**config.mk**
```make
export PLATFORM = sky130hd
export DESIGN_NAME = ppi_ram
export DESIGN_NICKNAME = d
export VERILOG_FILES = /design/src/ppi_ram.sv
export SDC_FILE = /design/constraint.sdc
export NUM_CORES = 2
export LEC_CHECK = 0
export BUFFER_PORTS_ARGS = -buffer_cell sky130_fd_sc_hd__buf_4
export CAP_MARGIN = 15
export CORE_MARGIN = 5
export CORE_UTILIZATION = 58
export CTS_CLUSTER_SIZE = 25
export DETAILED_ROUTE_END_ITERATION = 16
export MAX_ROUTING_LAYER = met4
export PLACE_DENSITY = 0.74
export REMOVE_ABC_BUFFERS = 1
export SYNTH_ARGS = -nofsm -noshare
export SYNTH_HDL_FRONTEND = slang
export SYNTH_SLANG_ARGS = --single-unit
```
**constraint.sdc**
```tcl
create_clock -name clk -period 4.7 [get_ports clk]
set_input_delay 0.705 -clock clk [delete_from_list [all_inputs] [get_ports clk]]
set_output_delay 0.705 -clock clk [all_outputs]
set_load 0.03 [all_outputs]
```
**src/ppi_ram.sv**
```systemverilog
`timescale 1ns / 1ps
`default_nettype none
// ----------------------------------------------------------------------------
// ppi_ram
// Generic single write port, single read port RAM with registered read.
// ----------------------------------------------------------------------------
module ppi_ram #(
    parameter int WIDTH = 32,
    parameter int DEPTH = 64
) (
    input  wire logic                     clk,
    input  wire logic                     we,
    input  wire logic [$clog2(DEPTH)-1:0] waddr,
    input  wire logic [WIDTH-1:0]         wdata,
    input  wire logic [$clog2(DEPTH)-1:0] raddr,
    output logic      [WIDTH-1:0]         rdata
);

    logic [WIDTH-1:0] mem [DEPTH];

    always_ff @(posedge clk)
    begin
        if (we)
        begin
            mem[waddr] <= wdata;
        end
        rdata <= mem[raddr];
    end

endmodule
`default_nettype wire

```
==> impl_metrics.xml <==
<?xml version="1.0" encoding="UTF-8"?>
<metrics>
  <group name="run_status">
    <metric name="status" unit="">finished clean</metric>
  </group>
  <group name="logic_synthesis">
    <metric name="syn_area" unit="um2">78500</metric>
    <metric name="synth_top_cell_by_area" unit="">sky130_fd_sc_hd__edfxtp_1</metric>
    <metric name="post_synth_mux_area_share" unit="">0.168</metric>
    <metric name="synth_cell_types" unit="">34</metric>
    <metric name="netlist_instances" unit="">3324</metric>
    <metric name="synth-seq-cells" unit="">2080</metric>
    <metric name="synth-edff-count" unit="">2048</metric>
    <metric name="avgSynthCellArea" unit="um2">23.6</metric>
    <metric name="largest_family_of_logic_cells_by_synthesized_area" unit="">multiplexers</metric>
    <metric name="synthMostInstantiatedCell" unit="">sky130_fd_sc_hd__edfxtp_1</metric>
    <metric name="seq_total_area_yosys" unit="">0.791</metric>
    <metric name="synth.top_cells.by_area" unit="">sky130_fd_sc_hd__edfxtp_1, sky130_fd_sc_hd__mux4_2, sky130_fd_sc_hd__mux2i_1</metric>
    <metric name="dominantRegCellSynth" unit="">sky130_fd_sc_hd__edfxtp_1</metric>
    <metric name="synthAdderAreaFrac" unit="">0</metric>
    <metric name="synth_xor_area_frac" unit="">0</metric>
    <metric name="synth-compound-area-share" unit="">0.0167</metric>
    <metric name="yosysTopAreaCellShare" unit="">0.783</metric>
    <metric name="synth.yosys.warnings" unit="">0</metric>
    <metric name="ys_top_cells_by_count" unit="">sky130_fd_sc_hd__edfxtp_1, sky130_fd_sc_hd__mux4_2, sky130_fd_sc_hd__nor2_1, sky130_fd_sc_hd__mux2i_1, sky130_fd_sc_hd__o22ai_1</metric>
    <metric name="fraction_of_registers_with_async_set_or_reset_after_synthesis" unit="">0</metric>
    <metric name="simple_gate_share_of_the_synthesized_area" unit="">0.0127</metric>
  </group>
  <group name="clock_network">
    <metric name="cts-resized-gates" unit="">0</metric>
    <metric name="cts.clk_slew.worst_paths" unit="ns">0.06</metric>
    <metric name="cts_tree" unit="">built</metric>
    <metric name="postCtsSetupRepairBufs" unit="">0</metric>
    <metric name="cts_htree_levels" unit="">4</metric>
    <metric name="clock-sinks" unit="">2080</metric>
    <metric name="clock-root-buffer" unit="">sky130_fd_sc_hd__clkbuf_16</metric>
    <metric name="hold_buffer_count_at_cts" unit="">0</metric>
    <metric name="cts-buffers-inserted" unit="">195</metric>
    <metric name="cts_max_path_buffers" unit="">3</metric>
    <metric name="clock_latency" unit="ns">0.82</metric>
  </group>
  <group name="pwr">
    <metric name="powerDensity" unit="nW/um2">431</metric>
    <metric name="leakagePower" unit="nW">27.7</metric>
    <metric name="ir_worst_vdd" unit="uV">389</metric>
  </group>
  <group name="critical_path">
    <metric name="worst-endpoint-required" unit="ns">5.34</metric>
    <metric name="criticalPathCategory" unit="">in2reg</metric>
    <metric name="path_max_fanout" unit="">53</metric>
    <metric name="worstSetupStartpointType" unit="">input port</metric>
    <metric name="timing.critical_path.arrival" unit="ns">3.79</metric>
    <metric name="cp-end-kind" unit="">flip-flop</metric>
  </group>
  <group name="drt">
    <metric name="via_per_inst" unit="">6.93</metric>
    <metric name="drt_drc_violations_left" unit="">0</metric>
    <metric name="drt_pre_antenna_iters" unit="">6</metric>
    <metric name="drt_first_iter_violations" unit="">5976</metric>
    <metric name="antenna_left" unit="">0</metric>
    <metric name="total_length_of_routed_wires" unit="um">202000</metric>
    <metric name="wire_per_inst" unit="um">36.8</metric>
    <metric name="detailed_route_via_count" unit="">38165</metric>
  </group>
  <group name="final_layout">
    <metric name="fin_area" unit="um2">88800</metric>
    <metric name="layout-area-overhead-vs-synth" unit="%">13.1</metric>
    <metric name="final_layout_size_suffix_gt1_frac" unit="">0.299</metric>
    <metric name="utilization" unit="">0.658</metric>
    <metric name="final_nets" unit="">3600</metric>
    <metric name="nFillCells" unit="">8079</metric>
    <metric name="sequential_cell_area" unit="um2">62100</metric>
    <metric name="multiInputGateArea" unit="um2">16000</metric>
  </group>
  <group name="place">
    <metric name="detailed_place_hpwl" unit="um">110000</metric>
    <metric name="placement.cell_area" unit="um2">82400</metric>
    <metric name="place_congestion" unit="">0.845</metric>
    <metric name="placement.io_buffers" unit="">77</metric>
  </group>
  <group name="timing">
    <metric name="tns" unit="ns">0</metric>
    <metric name="max_clock_freq" unit="MHz">318</metric>
    <metric name="slew-limit-headroom" unit="">0.272</metric>
    <metric name="rsz0062_at_grt" unit="">false</metric>
    <metric name="final_period_minus_worst_setup_slack" unit="ns">3.15</metric>
    <metric name="final-setup-viol-count" unit="">0</metric>
    <metric name="final.setup_skew" unit="ns">0.0266</metric>
    <metric name="final_min_period_over_clock_period" unit="">0.670</metric>
    <metric name="final_hold_viol_count" unit="">0</metric>
    <metric name="report.final.slew_viol_count" unit="">0</metric>
    <metric name="worstMarginPinSlew" unit="ns">1.09</metric>
  </group>
  <group name="floorplan">
    <metric name="die-height" unit="um">378</metric>
    <metric name="initial_core_util" unit="">0.582</metric>
    <metric name="core_region_area" unit="um2">135000</metric>
    <metric name="fp.dieArea" unit="um2">143000</metric>
    <metric name="die_w" unit="um">378</metric>
    <metric name="io-pin-count" unit="">78</metric>
    <metric name="core.rowCount" unit="">135</metric>
  </group>
  <group name="hold_path">
    <metric name="holdCritPathClass" unit="">in2reg</metric>
  </group>
  <group name="grt">
    <metric name="number_of_antenna_violations_at_the_first_check_in_global_routing" unit="">12</metric>
    <metric name="first_global_vias" unit="">38629</metric>
    <metric name="grt_first_pass_wirelength" unit="um">287000</metric>
    <metric name="globalRouteTotalUtil" unit="">0.297</metric>
    <metric name="globalRouteOverflowTotal" unit="">0</metric>
    <metric name="grt_max_degree" unit="">85</metric>
  </group>
  <group name="flow_run">
    <metric name="maxCapViolCount" unit="">0</metric>
  </group>
</metrics>
-- cells by family (layout without fill, tap and decap cells) --
family                 count (synthesis)  after routing
AND/OR/NAND/NOR                      223            223
buffers and inverters                182            573
multiplexers                         637            637
AO/OA/AOI/OAI                        202            202
other                                  0             10
flip-flops                          2080           2080
-- report_power, final --
group          leakage (nW)  internal (mW)  switching (mW)
combinational          5.88          0.720            1.25
clock                  3.10           9.08            6.64
sequential             18.7           20.5           0.103
-- per-stage QoR --
stage                     hold WS [ns]  power (mW)  instances  worst slack [ns]
final                            0.438        38.3       5506              1.55
after CTS                        0.374        38.4       5496              1.64
after global placement           0.710        22.9       5138             0.784
after floorplan                  0.663        21.8       3142             0.987
after global routing             0.457        39.4       5504              1.57
after detailed placement         0.757        23.0       5138             0.753
-- flip-flops by register name, indices dropped and copies added, names as in the netlist --
name and flops:
mem 2048, rdata 32
-- worst paths after layout --
path	startpoint	to	slack, ns	cells after the start
max	raddr[0]	rdata[2]	1.55	6
min reg2reg	mem[12][17]	rdata[17]	0.75	4
max reg2reg	mem[16][2]	rdata[2]	2.29	4
min	raddr[5]	rdata[18]	0.44	4
-- per-layer routing --
layer,up-vias,global-route usage,wire length [um]
met5,-,-,0
met3,391,0.0710,26500
met1,20036,0.406,71600
li1,14752,-,-
met2,2986,0.459,98500
met4,0,0.0877,5900
-- cells in the final DEF, fill, tap and decap left out, types with 27 or more instances in the layout --
cell                        instances
sky130_fd_sc_hd__a21oi_1           62
sky130_fd_sc_hd__buf_12            36
sky130_fd_sc_hd__buf_4            176
sky130_fd_sc_hd__clkbuf_1          48
sky130_fd_sc_hd__clkbuf_16        203
sky130_fd_sc_hd__clkinv_1          30
sky130_fd_sc_hd__clkinv_2          30
sky130_fd_sc_hd__dfxtp_1           32
sky130_fd_sc_hd__edfxtp_1        2048
sky130_fd_sc_hd__mux2i_1           93
sky130_fd_sc_hd__mux4_2           544
sky130_fd_sc_hd__nor2_1            75
sky130_fd_sc_hd__nor2_4            62
sky130_fd_sc_hd__o221ai_1          27
sky130_fd_sc_hd__o22ai_1           84
-- critical path: stages --
cell and delay [ns]:
sky130_fd_sc_hd__buf_8 0.53, sky130_fd_sc_hd__buf_4 0.45, sky130_fd_sc_hd__mux4_2 0.57, sky130_fd_sc_hd__mux4_2 0.53, sky130_fd_sc_hd__o22ai_1 0.62, sky130_fd_sc_hd__nor2_1 0.23
-- cell type report --
| cell class | count | area share |
|---|---|---|
| Timing Repair Buffer | 215 | 0.0235 |
| Tap cell | 1781 | 0.0251 |
| Clock inverter | 93 | 0.0104 |
| Clock buffer | 265 | 0.0614 |
| Sequential cell | 2080 | 0.700 |
| Antenna cell | 10 | 0.000282 |
| Multi-Input combinational cell | 1062 | 0.180 |
Power figures use the tool's default switching activity.
