==> src/ppi_pkg.sv <==
`timescale 1ns / 1ps
`default_nettype none
// ----------------------------------------------------------------------------
// ppi_pkg
// Shared types and constants for the particle pool integrator.
// ----------------------------------------------------------------------------
package ppi_pkg;

    localparam int SLOT_COUNT = 64;
    localparam int SLOT_W     = $clog2(SLOT_COUNT);
    localparam int CNT_W      = $clog2(SLOT_COUNT + 1);
    localparam int FRAC_BITS  = 16;
    localparam int DATA_W     = 32;

    typedef enum logic [1:0] {
        OP_SPAWN = 2'd0,
        OP_TICK  = 2'd1,
        OP_CLEAR = 2'd2,
        OP_NOP   = 2'd3
    } op_t;

    typedef enum logic [3:0] {
        ST_IDLE,
        ST_ONE,
        ST_SPAWN,
        ST_T1_RD,
        ST_T1_SUB,
        ST_T2_RD,
        ST_T2_LOAD,
        ST_T2_VX,
        ST_T2_VY,
        ST_T2_PX,
        ST_T2_PY,
        ST_T2_EMIT
    } state_t;

    // per-slot fields written only at spawn
    typedef struct packed {
        logic signed [DATA_W-1:0] ax;
        logic signed [DATA_W-1:0] ay;
        logic signed [DATA_W-1:0] maxlife;
        logic [DATA_W-2:0]        radius;
        logic [DATA_W-1:0]        color;
        logic [2:0]               kind;
    } stat_t;

    // per-slot fields updated by the integrator
    typedef struct packed {
        logic signed [DATA_W-1:0] px;
        logic signed [DATA_W-1:0] py;
        logic signed [DATA_W-1:0] vx;
        logic signed [DATA_W-1:0] vy;
    } dyn_t;

    typedef struct packed {
        logic                     particle_valid;
        logic [SLOT_W-1:0]        slot;
        logic signed [DATA_W-1:0] x;
        logic signed [DATA_W-1:0] y;
        logic [DATA_W-2:0]        radius;
        logic [DATA_W-1:0]        rgba;
        logic [2:0]               kind;
        logic signed [DATA_W-1:0] life_left;
        logic signed [DATA_W-1:0] initial_life;
        logic                     spawn_ok;
        logic [CNT_W-1:0]         live_count;
        logic                     last;
    } out_row_t;

endpackage
`default_nettype wire

==> src/ppi_alu.sv <==
`timescale 1ns / 1ps
`default_nettype none
// ----------------------------------------------------------------------------
// ppi_alu
// Shared multiplier (registered product) and saturating 32-bit adder.
// ----------------------------------------------------------------------------
module ppi_alu (
    input  wire logic                                clk,
    input  wire logic signed [ppi_pkg::DATA_W-1:0]   mul_a,
    input  wire logic signed [ppi_pkg::DATA_W-1:0]   mul_b,
    input  wire logic signed [ppi_pkg::DATA_W-1:0]   add_x,
    input  wire logic                                use_prod,
    input  wire logic signed [ppi_pkg::DATA_W-1:0]   add_y,
    output logic signed [ppi_pkg::DATA_W-1:0]        sum
);

    localparam int PW    = 2 * ppi_pkg::DATA_W;
    localparam int SUM_W = PW - ppi_pkg::FRAC_BITS + 1;

    logic signed [PW-1:0]    prod_reg;
    logic signed [PW-1:0]    prod_sh;
    logic signed [SUM_W-1:0] y_ext;
    logic signed [SUM_W-1:0] s;

    always_ff @(posedge clk)
    begin
        prod_reg <= mul_a * mul_b;
    end

    always_comb
    begin
        // arithmetic shift drops fraction bits, rounding toward minus infinity
        prod_sh = prod_reg >>> ppi_pkg::FRAC_BITS;
        y_ext   = use_prod ? prod_sh[SUM_W-1:0] : SUM_W'(add_y);
        s       = SUM_W'(add_x) + y_ext;
        if (s[SUM_W-1:ppi_pkg::DATA_W-1] == '0 || s[SUM_W-1:ppi_pkg::DATA_W-1] == '1)
        begin
            sum = s[ppi_pkg::DATA_W-1:0];
        end
        else if (s[SUM_W-1])
        begin
            sum = {1'b1, {(ppi_pkg::DATA_W-1){1'b0}}};
        end
        else
        begin
            sum = {1'b0, {(ppi_pkg::DATA_W-1){1'b1}}};
        end
    end

endmodule
`default_nettype wire
==> config.mk <==
export PLATFORM = sky130hd
export DESIGN_NAME = ppi_alu
export DESIGN_NICKNAME = d
export VERILOG_FILES = /design/src/ppi_pkg.sv /design/src/ppi_alu.sv
export SDC_FILE = /design/constraint.sdc
export NUM_CORES = 2
export LEC_CHECK = 0
export BUFFER_PORTS_ARGS = -buffer_cell sky130_fd_sc_hd__buf_4
export CAP_MARGIN = 40
export CELL_PAD_IN_SITES_DETAIL_PLACEMENT = 1
export CELL_PAD_IN_SITES_GLOBAL_PLACEMENT = 2
export CORE_ASPECT_RATIO = 0.6
export CORE_MARGIN = 3
export CORE_UTILIZATION = 38
export CTS_CLUSTER_DIAMETER = 80
export DETAILED_ROUTE_END_ITERATION = 7
export PLACE_DENSITY_LB_ADDON = 0.1
export SKIP_CTS_REPAIR_TIMING = 1
export SLEW_MARGIN = 20
export SYNTH_ARGS = -nofsm -noshare
export SYNTH_HDL_FRONTEND = slang
export SYNTH_SLANG_ARGS = --single-unit
export TNS_END_PERCENT = 100
==> constraint.sdc <==
create_clock -name clk -period 8.7 [get_ports clk]
set_input_delay 0.87 -clock clk [delete_from_list [all_inputs] [get_ports clk]]
set_output_delay 0.87 -clock clk [all_outputs]
set_load 0.02 [all_outputs]
==> impl_metrics.yaml <==
cells_and_area:
  drive_gt1_frac: 0.0862
  nets: 5880
  fillers: 11940
  largest_reg_flops: 48
  syn_to_final_growth_pct: 9.37
sta:
  max_freq_mhz: 119
  slew_violations: 0
  finalWorstSetupSlack_ps: 264
  fin_crit_ps: 8440
  worst_pin_slew_ps: 802
  max_slew_margin: 0.460
  hold_viol: 0
  post-route-period-util: 0.970
  setup_viol: 0
worst_hold_path:
  min_path_cells: 4
  hold_path_class: "register to output pin"
  worstHoldStart: "prod_reg[16]"
  holdPathEnd: "sum[0]"
logic_synthesis:
  synth-simple-area-share: 0.164
  synth_edf_count: 0
  syn_nets: 5773
  ys_types: 71
  synth_compound_area_frac: 0.0490
  yosysWarningCount: 0
  ys_ff_latch: 48
  syn_area_um2: 40000
  syn_inst: 4333
  synthArstFlopShare: 0
  synthXorXnorAreaFrac: 0.0212
  synth.area.mux_share: 0.0176
  synth-seq-area-share: 0.0240
  synth_fa_ha_area_frac: 0.613
  avgSynthCellArea_um2: 9.23
  synth_top_family_by_area: "adder cells"
  ys.flop_type: "dfxtp_1"
critical_path:
  setup.worst_path.start_class: "input pin"
  crit_type: "input pin to register"
  cpMostUsedCell: "fa_1"
  crit_path_top_delay_cell: "fa_1"
  slowest_delay_ps: 660
  cp.arrival_ps: 8670
  cp-end-kind: "register"
  cp.required_ps: 8930
  crit_fanout: 15
floorplanning:
  fp-row-count: 91
  die_width_um: 425
  start_util: 0.386
  die-area_um2: 109000
  ios: 162
  core_um2: 104000
  die_h_um: 257
detailed_routing:
  routed-via-count: 29340
  viasPerCell: 5.03
  ant_nets: 0
  drc: 0
  routed_wl_um: 139000
  drt-pass1-iter-count: 7
  avgRoutedWirePerCell_um: 23.8
  drt_iter0_drc: 2073
clock_tree:
  cts.htree.levels: 2
  cts_buffer_depth: 2
  cts_tree: "done"
  cts_sinks: 48
  numCtsBuffers: 5
  path_clk_slew_ps: 70
  ctsRootBufferMaster: "clkbuf_16"
grt:
  grt-ovfl-total: 0
  grt_use_total: 0.261
  antenna_found_initial: 8
  grt_pass1_vias: 32594
  grt_pass1_wl_um: 215000
  grt_max_degree: 33
outcome:
  status: "completed"
placed_design:
  dp_hpwl_um: 123000
  place_ws_ps: -13.9
  port_buffers: 161
  routabilityCongestion: 0.882
job:
  drv_cap: 0
[through the flow]
stage | utilization | TNS [ps] | instance area (µm²) | instances | hold slack [ps]
3_3_place_gp | 0.420 | 0 | 43500 | 5827 | 1690
2_1_floorplan | - | 0 | 40000 | 4333 | 1340
3_5_place_dp | 0.420 | -13.9 | 43500 | 5828 | 1700
4_1_cts | 0.422 | 0 | 43700 | 5836 | 2030
5_1_grt | 0.422 | -42.8 | 43700 | 5836 | 2100
6_report | 0.422 | 0 | 43700 | 5837 | 2030
[synthesized netlist by cell type (25+ instances only)]
cell type | n | area (µm²)
mux2i_1 | 31 | 310
mux2_2 | 30 | 338
o21ai_0 | 46 | 230
clkbuf_1 | 215 | 807
a21o_1 | 29 | 218
and2_1 | 510 | 3190
fa_1 | 1082 | 21700
nor2_1 | 87 | 327
xnor2_1 | 65 | 569
o21a_1 | 25 | 188
ha_1 | 228 | 2850
inv_1 | 963 | 3610
xor2_1 | 32 | 280
dfxtp_1 | 48 | 961
a21oi_1 | 101 | 505
nand2_1 | 603 | 2260
[cell type report]
| type | instances | area (µm²) | area share |
|---|---|---|---|
| diodes | 1 | 2.50 | 0.0000572 |
| clock buffers | 6 | 139 | 0.00318 |
| clock inverters | 2 | 38.8 | 0.000887 |
| inverters | 964 | 3620 | 0.0827 |
| multi-input cells | 3099 | 34600 | 0.792 |
| flip-flops and latches | 48 | 961 | 0.0220 |
| well taps | 1395 | 1750 | 0.0399 |
| repair buffers | 322 | 2610 | 0.0596 |
[worst max-delay path: cells and delay by family]
family	cells	cell delay, ps
simple gates	2	170
buf+inv	8	990
compound gates	8	1690
fa+ha+maj	9	4750
xor+xnor	1	150
[cells in the final DEF, fill, tap and decap left out, types with 5 or more instances in the layout]
| cell | netlist | final |
|---|---|---|
| o21bai_1 | 13 | 13 |
| dfxtp_1 | 48 | 48 |
| and3_1 | 5 | 5 |
| nor4_1 | 7 | 6 |
| buf_4 | 1 | 307 |
| mux2i_1 | 31 | 31 |
| nand2b_1 | 15 | 15 |
| nand2_1 | 603 | 603 |
| inv_1 | 963 | 963 |
| xor2_1 | 32 | 32 |
| o31ai_1 | 6 | 6 |
| nor2_1 | 87 | 87 |
| xnor2_1 | 65 | 65 |
| o21ai_1 | 11 | 12 |
| o21ai_0 | 46 | 45 |
| nor3_1 | 24 | 24 |
| o21a_1 | 25 | 25 |
| ha_1 | 228 | 228 |
| a21oi_1 | 101 | 99 |
| a21o_1 | 29 | 29 |
| and2_1 | 510 | 510 |
| clkbuf_16 | 0 | 5 |
| nor2b_1 | 12 | 12 |
| fa_1 | 1082 | 1082 |
| mux2_2 | 30 | 30 |
| o211ai_1 | 8 | 8 |
| a31oi_1 | 10 | 9 |
| nand3_1 | 13 | 13 |
| buf_12 | 0 | 15 |
| nand4_1 | 15 | 15 |
| a211oi_1 | 7 | 7 |
| or3_1 | 7 | 7 |
[routing by layer]
layer,track usage,vias to the layer above,share of wire
li1,-,12899,-
met5,0,-,0
met3,0.0565,19,0.083
met2,0.335,800,0.36
met1,0.454,15622,0.55
met4,0.0115,0,0.0038
[worst max path at each step]
stage / depth (start not counted) / slack (ps) / end / startpoint
floorplan: 24 / 340 / prod_reg[63] / mul_a[31]
global placement: 24 / 100 / prod_reg[56] / mul_b[4]
detailed placement: 29 / -10 / prod_reg[62] / mul_a[27]
CTS: 29 / 270 / prod_reg[62] / mul_a[27]
global route: 28 / -20 / prod_reg[63] / mul_a[27]
finish: 28 / 260 / prod_reg[63] / mul_a[27]
[cell families after synthesis]
group	after synthesis
buffers and inverters	1186
adder cells (fa/ha/maj)	1310
flip-flops	48
XOR/XNOR	97
AO/OA/AOI/OAI	306
AND/OR/NAND/NOR	1321
multiplexers	65
Power is left out: the tool's default activity adds up to more than one toggle a clock period on the data nets, which glitch-free logic cannot reach.
